<file path="src/hw/rtl/assert_macros.svh">
// Assertion helper macros for the RTL.
`ifndef ASSERT_MACROS_SVH
`define ASSERT_MACROS_SVH

// Implication checked at every rising edge outside reset.
`define ASSERT_IMPL(label, clk, rst, ante, cons, msg) \
   label: assert property (@(posedge clk) disable iff (rst) (ante) |-> (cons)) \
      else $error(msg);

// Next-cycle implication checked outside reset.
`define ASSERT_NEXT(label, clk, rst, ante, cons, msg) \
   label: assert property (@(posedge clk) disable iff (rst) (ante) |=> (cons)) \
      else $error(msg);

`endif

</file>
<file path="src/hw/rtl/rriwp_pkg.sv">
//------------------------------------------------------------------------------
// rriwp_pkg
// Shared types and constants for the round-robin idle worker pool.
//------------------------------------------------------------------------------
`timescale 1ns / 1ps

package rriwp_pkg;

   localparam int DefMaxWorkers = 16;
   localparam int KeyWidth      = 64;

   localparam logic [2:0] KIND_ADD    = 3'd0;
   localparam logic [2:0] KIND_REMOVE = 3'd1;
   localparam logic [2:0] KIND_GRANT  = 3'd2;
   localparam logic [2:0] KIND_ASSIGN = 3'd3;
   localparam logic [2:0] KIND_IDLE   = 3'd4;

   localparam logic [2:0] ST_OK       = 3'd0;
   localparam logic [2:0] ST_NOTFOUND = 3'd1;
   localparam logic [2:0] ST_FULL     = 3'd2;
   localparam logic [2:0] ST_DUP      = 3'd3;
   localparam logic [2:0] ST_NONEIDLE = 3'd4;

   // One decoded request as it travels from the front to the back.
   typedef struct packed {
      logic [2:0]          kind;
      logic [KeyWidth-1:0] worker_key;
      logic [KeyWidth-1:0] job_key;
   } cmd_type;

   // One result item.
   typedef struct packed {
      logic [2:0]          status;
      logic [KeyWidth-1:0] granted_worker;
      logic [KeyWidth-1:0] orphan_job;
      logic                orphan_valid;
      logic                any_idle;
   } rsp_type;

endpackage

</file>
<file path="src/hw/rtl/round_robin_idle_worker_pool.sv">
//------------------------------------------------------------------------------
// round_robin_idle_worker_pool
// Worker table with add, remove, round-robin idle grant, job assign and idle.
//------------------------------------------------------------------------------
`timescale 1ns / 1ps

// Requests enter a two-entry queue and are carried out one at a time by a
// table engine that visits one table entry per cycle. An add, remove,
// assign or idle passes through the engine states in order: S_IDLE takes
// it from the queue, S_FIND looks up the id (ending at a hit or at the end
// of the table), S_EXEC acts on it and S_DONE hands the result over. A
// remove that hits goes from S_EXEC to S_SHIFT, which compacts the table
// from the hit slot, before S_DONE. A grant has no lookup; from S_IDLE it
// goes to S_SCAN, a wrapping scan from the cursor for an idle member, and
// then to S_DONE. The finished result sits in an output register, so the
// next item is taken while it waits for pop; a second finished item holds
// the engine until the first one is popped.

module round_robin_idle_worker_pool
   import rriwp_pkg::*;
#(
   parameter int MAX_WORKERS = DefMaxWorkers
) (
   input  logic                clock,
   input  logic                reset,
   input  logic                push,
   output logic                full,
   input  logic [2:0]          req_kind,
   input  logic [KeyWidth-1:0] req_worker_key,
   input  logic [KeyWidth-1:0] req_job_key,
   output logic                empty,
   input  logic                pop,
   output logic [2:0]          rsp_status,
   output logic [KeyWidth-1:0] rsp_granted_worker,
   output logic [KeyWidth-1:0] rsp_orphan_job,
   output logic                rsp_orphan_valid,
   output logic                rsp_any_idle
);

   cmd_type in_cmd, q_cmd;
   rsp_type rsp;
   logic    q_empty, q_pop;

   assign in_cmd = '{kind: req_kind, worker_key: req_worker_key, job_key: req_job_key};

   rriwp_cmd_queue u_queue (
      .clock(clock), .reset(reset),
      .push(push), .push_data(in_cmd), .full(full),
      .pop(q_pop), .pop_data(q_cmd), .empty(q_empty)
   );

   rriwp_engine #(.MAX_WORKERS(MAX_WORKERS)) u_engine (
      .clock(clock), .reset(reset),
      .cmd_empty(q_empty), .cmd(q_cmd), .cmd_pop(q_pop),
      .rsp_empty(empty), .rsp_pop(pop), .rsp(rsp)
   );

   assign rsp_status         = rsp.status;
   assign rsp_granted_worker = rsp.granted_worker;
   assign rsp_orphan_job     = rsp.orphan_job;
   assign rsp_orphan_valid   = rsp.orphan_valid;
   assign rsp_any_idle       = rsp.any_idle;

endmodule

</file>
<file path="src/hw/rtl/rriwp_cmd_queue.sv">
//------------------------------------------------------------------------------
// rriwp_cmd_queue
// Two-entry queue that decouples request intake from the table engine.
//------------------------------------------------------------------------------
`timescale 1ns / 1ps

module rriwp_cmd_queue
   import rriwp_pkg::*;
(
   input  logic    clock,
   input  logic    reset,
   input  logic    push,
   input  cmd_type push_data,
   output logic    full,
   input  logic    pop,
   output cmd_type pop_data,
   output logic    empty
);

   cmd_type    mem_ff [2];
   logic       wptr_ff, wptr_in, rptr_ff, rptr_in;
   logic [1:0] cnt_ff, cnt_in;
   logic       do_push, do_pop;

   assign full     = (cnt_ff == 2'd2);
   assign empty    = (cnt_ff == 2'd0);
   assign do_push  = push && !full;
   assign do_pop   = pop && !empty;
   assign pop_data = mem_ff[rptr_ff];

   always_comb begin
      wptr_in = wptr_ff ^ do_push;
      rptr_in = rptr_ff ^ do_pop;
      cnt_in  = cnt_ff + {1'b0, do_push} - {1'b0, do_pop};
   end

   always_ff @(posedge clock) begin
      if (reset) begin
         wptr_ff <= 1'b0;
         rptr_ff <= 1'b0;
         cnt_ff  <= 2'd0;
      end else begin
         wptr_ff <= wptr_in;
         rptr_ff <= rptr_in;
         cnt_ff  <= cnt_in;
      end
      if (do_push) mem_ff[wptr_ff] <= push_data;
   end

endmodule

</file>
<file path="src/hw/rtl/rriwp_engine.sv">
//------------------------------------------------------------------------------
// rriwp_engine
// Table engine: sequences lookup, compaction and idle scan one entry a cycle.
//------------------------------------------------------------------------------
`timescale 1ns / 1ps

`include "assert_macros.svh"

module rriwp_engine
   import rriwp_pkg::*;
#(
   parameter int MAX_WORKERS = DefMaxWorkers
) (
   input  logic    clock,
   input  logic    reset,
   input  logic    cmd_empty,
   input  cmd_type cmd,
   output logic    cmd_pop,
   output logic    rsp_empty,
   input  logic    rsp_pop,
   output rsp_type rsp
);

   localparam int IW = (MAX_WORKERS > 1) ? $clog2(MAX_WORKERS) : 1;
   localparam int CW = $clog2(MAX_WORKERS + 1);
   localparam logic [CW-1:0] MaxCnt = CW'(MAX_WORKERS);

   typedef enum logic [2:0] {
      S_IDLE, S_FIND, S_EXEC, S_SHIFT, S_SCAN, S_DONE
   } state_type;

   state_type           state_ff;
   cmd_type             cmd_ff;
   logic [KeyWidth-1:0] ids_ff  [MAX_WORKERS];
   logic [KeyWidth-1:0] jobs_ff [MAX_WORKERS];
   logic [MAX_WORKERS-1:0] busy_ff, held_ff;
   logic [CW-1:0]       count_ff;
   logic [IW-1:0]       cursor_ff;
   logic [CW-1:0]       idx_ff;     // scan position / step counter
   logic [IW-1:0]       slot_ff;
   logic                hit_ff;
   logic                out_valid_ff;
   rsp_type             work_ff;    // result under construction
   rsp_type             out_ff;     // finished result waiting for pop
   rsp_type             done_rsp;

   logic [IW-1:0] idx_lo, scan_idx, scan_next;
   logic [CW:0]   scan_sum;
   logic [MAX_WORKERS-1:0] member_mask;
   logic          idle_now;

   assign idx_lo = idx_ff[IW-1:0];
   assign scan_sum = (CW+1)'(cursor_ff) + (CW+1)'(idx_ff);
   assign scan_idx = (scan_sum >= {1'b0, count_ff}) ?
                     IW'(scan_sum - {1'b0, count_ff}) : IW'(scan_sum);
   assign scan_next = (CW'(scan_idx) + CW'(1) >= count_ff) ? '0 : IW'(scan_idx + 1'b1);

   always_comb begin
      for (int i = 0; i < MAX_WORKERS; i++) member_mask[i] = (CW'(i) < count_ff);
   end
   assign idle_now = |(member_mask & ~busy_ff);

   always_comb begin
      done_rsp          = work_ff;
      done_rsp.any_idle = idle_now;
   end

   assign cmd_pop   = (state_ff == S_IDLE) && !cmd_empty;
   assign rsp_empty = !out_valid_ff;
   assign rsp       = out_ff;

   always_ff @(posedge clock) begin
      if (reset) begin
         state_ff     <= S_IDLE;
         busy_ff      <= '0;
         held_ff      <= '0;
         count_ff     <= '0;
         cursor_ff    <= '0;
         out_valid_ff <= 1'b0;
      end else begin
         if (state_ff == S_DONE && (!out_valid_ff || rsp_pop)) out_valid_ff <= 1'b1;
         else if (rsp_pop) out_valid_ff <= 1'b0;
         case (state_ff)
            S_IDLE: begin
               if (!cmd_empty) begin
                  cmd_ff  <= cmd;
                  idx_ff  <= '0;
                  hit_ff  <= 1'b0;
                  work_ff <= '0;
                  if (cmd.kind == KIND_GRANT) state_ff <= S_SCAN;
                  else if (cmd.kind inside {KIND_ADD, KIND_REMOVE, KIND_ASSIGN,
                                            KIND_IDLE}) state_ff <= S_FIND;
                  else state_ff <= S_DONE;
               end
            end
            S_FIND: begin
               if (idx_ff >= count_ff) begin
                  state_ff <= S_EXEC;
               end else if (ids_ff[idx_lo] == cmd_ff.worker_key) begin
                  hit_ff   <= 1'b1;
                  slot_ff  <= idx_lo;
                  state_ff <= S_EXEC;
               end else begin
                  idx_ff <= idx_ff + 1'b1;
               end
            end
            S_EXEC: begin
               state_ff <= (cmd_ff.kind == KIND_REMOVE && hit_ff) ? S_SHIFT : S_DONE;
               case (cmd_ff.kind)
                  KIND_ADD: begin
                     if (hit_ff) work_ff.status <= ST_DUP;
                     else if (count_ff == MaxCnt) work_ff.status <= ST_FULL;
                     else begin
                        ids_ff[count_ff[IW-1:0]]  <= cmd_ff.worker_key;
                        busy_ff[count_ff[IW-1:0]] <= 1'b0;
                        held_ff[count_ff[IW-1:0]] <= 1'b0;
                        count_ff <= count_ff + 1'b1;
                     end
                  end
                  KIND_REMOVE: begin
                     if (!hit_ff) work_ff.status <= ST_NOTFOUND;
                     else begin
                        if (held_ff[slot_ff]) begin
                           work_ff.orphan_job   <= jobs_ff[slot_ff];
                           work_ff.orphan_valid <= 1'b1;
                        end
                        idx_ff <= CW'(slot_ff);
                     end
                  end
                  KIND_ASSIGN: begin
                     if (!hit_ff) work_ff.status <= ST_NOTFOUND;
                     else begin
                        jobs_ff[slot_ff] <= cmd_ff.job_key;
                        held_ff[slot_ff] <= 1'b1;
                     end
                  end
                  KIND_IDLE: begin
                     if (!hit_ff) work_ff.status <= ST_NOTFOUND;
                     else begin
                        busy_ff[slot_ff] <= 1'b0;
                        held_ff[slot_ff] <= 1'b0;
                     end
                  end
                  default: ;
               endcase
            end
            S_SHIFT: begin
               if (idx_ff + 1'b1 < count_ff) begin
                  ids_ff[idx_lo]  <= ids_ff[IW'(idx_ff + 1'b1)];
                  jobs_ff[idx_lo] <= jobs_ff[IW'(idx_ff + 1'b1)];
                  busy_ff[idx_lo] <= busy_ff[IW'(idx_ff + 1'b1)];
                  held_ff[idx_lo] <= held_ff[IW'(idx_ff + 1'b1)];
                  idx_ff <= idx_ff + 1'b1;
               end else begin
                  busy_ff[IW'(count_ff - 1'b1)] <= 1'b0;
                  held_ff[IW'(count_ff - 1'b1)] <= 1'b0;
                  count_ff <= count_ff - 1'b1;
                  if (slot_ff < cursor_ff) begin
                     if (CW'(cursor_ff - 1'b1) >= count_ff - 1'b1) cursor_ff <= '0;
                     else cursor_ff <= cursor_ff - 1'b1;
                  end else if (CW'(cursor_ff) >= count_ff - 1'b1) begin
                     cursor_ff <= '0;
                  end
                  state_ff <= S_DONE;
               end
            end
            S_SCAN: begin
               if (idx_ff >= count_ff) begin
                  work_ff.status <= ST_NONEIDLE;
                  state_ff       <= S_DONE;
               end else if (!busy_ff[scan_idx]) begin
                  busy_ff[scan_idx]      <= 1'b1;
                  work_ff.granted_worker <= ids_ff[scan_idx];
                  cursor_ff              <= scan_next;
                  state_ff               <= S_DONE;
               end else begin
                  idx_ff <= idx_ff + 1'b1;
               end
            end
            S_DONE: begin
               if (!out_valid_ff || rsp_pop) begin
                  out_ff   <= done_rsp;
                  state_ff <= S_IDLE;
               end
            end
            default: state_ff <= S_IDLE;
         endcase
      end
   end

   `ASSERT_IMPL(a_count_range, clock, reset, 1'b1, count_ff <= MaxCnt,
                "member count exceeds table size")
   `ASSERT_IMPL(a_cursor_range, clock, reset, count_ff != '0,
                CW'(cursor_ff) < count_ff, "cursor beyond last member")
   `ASSERT_NEXT(a_done_emits, clock, reset, state_ff == S_DONE && (!out_valid_ff || rsp_pop),
                out_valid_ff, "finished item did not reach the result register")

endmodule
</file>
<file path="config.mk">
export PLATFORM = sky130hd
export DESIGN_NAME = round_robin_idle_worker_pool
export DESIGN_NICKNAME = d
export VERILOG_FILES = /design/src/hw/rtl/rriwp_pkg.sv /design/src/hw/rtl/round_robin_idle_worker_pool.sv /design/src/hw/rtl/rriwp_cmd_queue.sv /design/src/hw/rtl/rriwp_engine.sv
export VERILOG_INCLUDE_DIRS = /design/src /design/src/hw/rtl
export SDC_FILE = /design/constraint.sdc
export NUM_CORES = 2
export LEC_CHECK = 0
export BUFFER_PORTS_ARGS = -buffer_cell sky130_fd_sc_hd__buf_2
export CAP_MARGIN = 20
export CORE_ASPECT_RATIO = 0.8
export CORE_MARGIN = 3
export CORE_UTILIZATION = 60
export DETAILED_ROUTE_END_ITERATION = 10
export PLACE_DENSITY = 0.77
export SLEW_MARGIN = 0
export SYNTH_ARGS = -nofsm -noshare
export SYNTH_HDL_FRONTEND = slang
export SYNTH_SLANG_ARGS = --single-unit
</file>
<file path="constraint.sdc">
create_clock -name clock -period 29.9 [get_ports clock]
set_input_delay 5.98 -clock clock [delete_from_list [all_inputs] [get_ports clock]]
set_output_delay 5.98 -clock clock [all_outputs]
set_load 0.02 [all_outputs]
</file>
# Word-level counts from Yosys, hierarchy flattened
# Memory sizes are Yosys's and may differ from the RTL's. A register that Yosys moved wholly into a read port is not among the register bits.
# Index checks and enable logic that the tools add are counted.
# op_classes
n_addsub,11
magnitude_cmp,34
n_eq_ne,44
mux,115
bitwise_logic,18
reduce_logical,45
# op_table
cell,count
64-bit 2-to-1 mux,4
65-bit 2-to-1 mux,3
16-bit 2-to-1 mux,11
133-bit 2-to-1 mux,1
65-bit case mux with 2 select lines,1
64-bit case mux with 2 select lines,1
64-bit OR reduction,2
16-bit AND,7
16-bit case mux with 3 select lines,2
64-bit equality test,1
16-bit NOT,4
16-bit case mux with 2 select lines,2
5-bit 2-to-1 mux,12
4-bit 2-to-1 mux,12
3-bit 2-to-1 mux,14
"4-bit by 5-bit < comparator with 1-bit output, first input constant",8
1-bit 2-to-1 mux,34
16-bit bitwise mux,2
16-bit OR,2
"4-bit by 5-bit < comparator with 1-bit output, second input constant",6
5-bit case mux with 5 select lines,1
5-bit AND reduction,5
1-bit demux with 4-bit select,5
"4-bit by 1-bit >= comparator with 1-bit output, second input constant",5
other kinds (55),122
# word_totals
reg_bits,455
ram_bits,2310
inputBits,135
n_memories,3
# memory_table
name,depth,word_bits,read_ports,rd_clocked_by_memory_dff,write_ports,line_no,source
u_engine.ids_ff,16,64,3,1,1,rriwp_engine.sv:34,logic [KeyWidth-1:0] ids_ff [MAX_WORKERS];
u_engine.jobs_ff,16,64,2,1,1,rriwp_engine.sv:35,logic [KeyWidth-1:0] jobs_ff [MAX_WORKERS];
u_queue.mem_ff,2,131,1,1,1,rriwp_cmd_queue.sv:20,cmd_type mem_ff [2];

# Logic depth before layout (Yosys ltp)
# depth
depth_word,11
mapped_depth,28
depth_no_buf,24

# Modules after synthesis
# From an unflattened synthesis, not the netlist that was laid out.
# unflattened
cells_unflattened,9085
area_unflattened_um2,133705.7
# by_module_without_submodules
module,n_inst,cells_per_inst,area_each_um2
rriwp_engine,1,8654,123963.9
rriwp_cmd_queue,1,431,9741.8

# Least setup slack after synthesis
# No wires, ideal clock.
# synth_timing
path_type,in2reg
start,input reset
end,register u_engine.work_ff (netlist bit u_engine.done_rsp[10]) (enable)
setup_ns,0.836
arrival_time_ns,16.590
slack_ns,12.474
cell_stages,4
n_path_buf,1
path_cell_list,clkbuf_1 > inv_1 > nand2_1 > a2111oi_0
# synth_between
elab_chain_cells,2
# synth_rtl
element,line_no,source
from (decl),round_robin_idle_worker_pool.sv:25,"input logic reset,"
1-bit NOT (no line),-,
6-bit AND reduction (no line),-,
to (decl),rriwp_engine.sv:43,rsp_type work_ff;
# No other way between the ends.
# A chain may end at the register's enable or synchronous reset.

# Worst setup path in the final report
# layout_timing
start,input reset
end,memory u_engine.ids_ff[10][49] (enable)
# layout_between
elab_chain_cells,4
elab_cells_between_ends,7
# layout_rtl
element,line_no,source
1-bit 2-to-1 mux,rriwp_engine.sv:73,if (reset) begin
1-bit 2-to-1 mux (implied by the code),rriwp_engine.sv:149,ids_ff[idx_lo] <= ids_ff[IW'(idx_ff + 1'b1)];
64-bit OR reduction (no line),-,
4-bit 2-to-1 mux (no line) / 1-bit 2-to-1 mux (equally long branches),-,
to (decl),rriwp_engine.sv:34,
# Several ways; a longest one is shown, not always the timed one.

==> flow_metrics.tcl <==
set metrics [dict create \
    outcome "finished clean" \
    synth_cell_types 84 \
    power_density_nw_per_um2 121 \
    vdd_drop_max_v 0.000405 \
    wl_met3_microns 63700 \
    drive_above_1_share 0.280 \
    clock_sinks 2773 \
    grt_pass1_vias 82800 \
    wl_per_cell_microns 34.7 \
    critPathRequiredTime_ns 30.34 \
    root_buffer "clkbuf_16" \
    synth.yosys.seq_area_share 0.624 \
    worstMarginPinSlew_ns 1.19 \
    synth_ff_type "edfxtp_1" \
    dieArea_sq_um 227000 \
    die_w_microns 532 \
    end_kind "register" \
    maxSlewViolCount 0 \
    maxCapViolations 0 \
    fin_nets 8340 \
    gr-usage-all-layers 0.346 \
    clock_latency_ns 0.87 \
    wl_met2_microns 174000 \
    rows 153 \
    wl_met1_microns 136000 \
    drt_iter0_markers 15000 \
    relSlewSlack 0.204 \
    ctsHoldBuffers 0 \
    path_class "primary input to register" \
    cts.path.max_buffers 4 \
    vias_per_cell 7.50 \
    period_share 0.338 \
    synth_enable_flop_cells 2716 \
    remaining_drc_errors 0 \
    worst_ep_arrival_time_ns 10.56 \
    hold_path.class "register to register" \
    hold_viol_final 0 \
    syn2layout_area_growth_pct 10.2 \
    grt_max_degree 196 \
    antenna_found_initial 15 \
    synthArstFlopShare 0 \
    p_leak_nw 47.6 \
    dr.pass1.iters 10 \
    tns_ns 0 \
    ys_warn_count 0 \
    cts.repair.resized 0 \
    vias 84800 \
    die_h_microns 426 \
    core-area_sq_um 219000 \
    cts_tree "built" \
    cp-start-kind "primary input" \
    place_hpwl_microns 223000 \
    drtAntennaViolNets 0 \
    power_mw 17.6 \
    top_layer "met5" \
    min_from "u_engine.done_rsp[25]$_SDFFCE_PN0P_" \
    netlist_area_sq_um 133000 \
    cts_made_buffers 279 \
    h-tree-depth 5 \
    syn_nets 8226 \
    clock_skew_ns 0.0523 \
    worstSetupStartpoint "reset" \
    critical_path.max_fanout 113 \
    fin_crit_ns 10.11 \
    post_cts_buffers 0 \
    setup_viol 0 \
    final_cell_mix "edfxtp_1, nand2_1, mux4_2, nand3_1, clkbuf_16" \
    ios 270 \
    wl_microns 393000 \
    synth_seq_cells 2773 \
    max_freq_mhz 98.9 \
    layout_commonest_cell "edfxtp_1" \
    gr-total-overflow 0 \
    grt_pass1_wl_microns 574000 \
    syn_avg_cell_area_sq_um 16.5 \
    worstReg2RegStart "u_engine.idx_ff[0]$_DFFE_PN_" \
    clkTransAtPathRegs_ns 0.06 \
    io_buffers 269 \
    start_util 0.607 \
    rsz0062_at_grt "false" \
    gp_congestion 0.960 \
    synthCells 8038 \
]
==> layout make-up <==
type                       count  area, sq um
sequential                  2773        82700
fill                       13900        72500
multi-input combinational   4605        47600
clock buffer                 343         7530
tap                         2945         3680
timing repair buffer         450         2910
clock inverter               150         1540
inverter                      43          178
antenna                        5         12.5
==> Yosys cell counts (5+ instances only) <==
master    number  share of area
o41ai_1       16         0.0011
nor4_1        12        0.00057
o22ai_1       17        0.00080
and2_1        73         0.0034
buf_2         37         0.0014
a211oi_1      90         0.0051
o21ai_0       67         0.0025
mux4_2      1200           0.20
buf_4         16        0.00091
a22oi_1       22         0.0012
clkbuf_1     425          0.012
nor3_1        37         0.0014
and3_1       133         0.0063
inv_1         36         0.0010
xnor2_1       84         0.0055
o21a_1         8        0.00045
o31ai_1       11        0.00062
nand2_1     1340          0.038
nand3_1      304          0.011
a21o_1        10        0.00057
nand4_1       12        0.00057
buf_6         15         0.0013
edfxtp_1    2716           0.62
a221oi_1       6        0.00040
xor2_1        81         0.0053
nand2b_1      17        0.00080
dfxtp_1       57         0.0086
nor2_1       136         0.0038
nor2b_1       23         0.0011
a21oi_1      139         0.0052
ha_1          51         0.0048
mux2i_1      127         0.0096
a31oi_1       94         0.0044
mux2_2       211          0.018
o211ai_1       5        0.00028
buf_1        123         0.0035
a311oi_1     207          0.014
==> critical path: stages <==
cell     delay (ns)
buf_2          0.22
nor2_4         0.84
buf_12         0.88
mux2i_1        0.32
nand2_1        0.28
nor2_4         0.98
buf_4          0.91
==> registers in the layout (all words and copies together), names as in the netlist, 4 cells and up, named ones only <==
register	flops
u_engine.ids_ff	1024
u_engine.jobs_ff	1024
u_queue.mem_ff	262
u_engine.rsp	133
u_engine.done_rsp	132
u_engine.cmd_ff	131
u_engine.busy_ff	16
u_engine.held_ff	16
u_engine.count_ff	5
u_engine.idx_ff	5
u_engine.cursor_ff	4
u_engine.slot_ff	4
==> routing by layer <==
layer	vias to the layer above	track usage
met2	8162	0.507
li1	32900	-
met4	12	0.142
met3	1188	0.116
met1	42600	0.482
met5	-	0
==> metrics by stage <==
stage                     instances  utilization  setup WS [ns]  area, sq um  hold slack [ns]
after CTS                     11300        0.668          20.00       146000            0.405
after detailed placement      10800        0.627          19.13       137000            0.405
after global routing          11300        0.668          19.82       146000            0.408
final                         11300        0.669          19.79       146000            0.394
after floorplan                8038            -          12.47       133000            0.400
after global placement        10800        0.626          19.15       137000            0.402
==> cell families (layout without fill, tap and decap cells) <==
logic type	Yosys count	after routing	share of synthesized area
AOI/OAI and AO/OA	737	737	0.0394
xor gates and xnor gates	165	165	0.0109
DFF	2773	2773	0.624
and+or+nand+nor	2109	2109	0.0688
muxes	1540	1540	0.232
other	0	5	0
buffers and inverters	660	986	0.0204
adders and majority gates	54	54	0.00519
==> report_power, final <==
group          internal, mW  switching [mW]  total (mW)
Clock                  2.03            1.50        3.53
Combinational          3.36            5.89        9.25
Sequential             4.68           0.177        4.86
Total                  10.1            7.57        17.6
==> path summary, 6_finish.rpt <==
check	endpoint	slack [ns]	cells after the start
worst max register to register	u_engine.ids_ff[10][49]$_DFFE_PP_	21.18	16
worst min-delay path	u_engine.rsp[25]$_DFFE_PP_	0.39	0
worst max-delay path	u_engine.ids_ff[10][49]$_DFFE_PP_	19.79	7
worst min register to register	u_engine.rsp[25]$_DFFE_PP_	0.39	0
(Power assumes the default switching activity.)
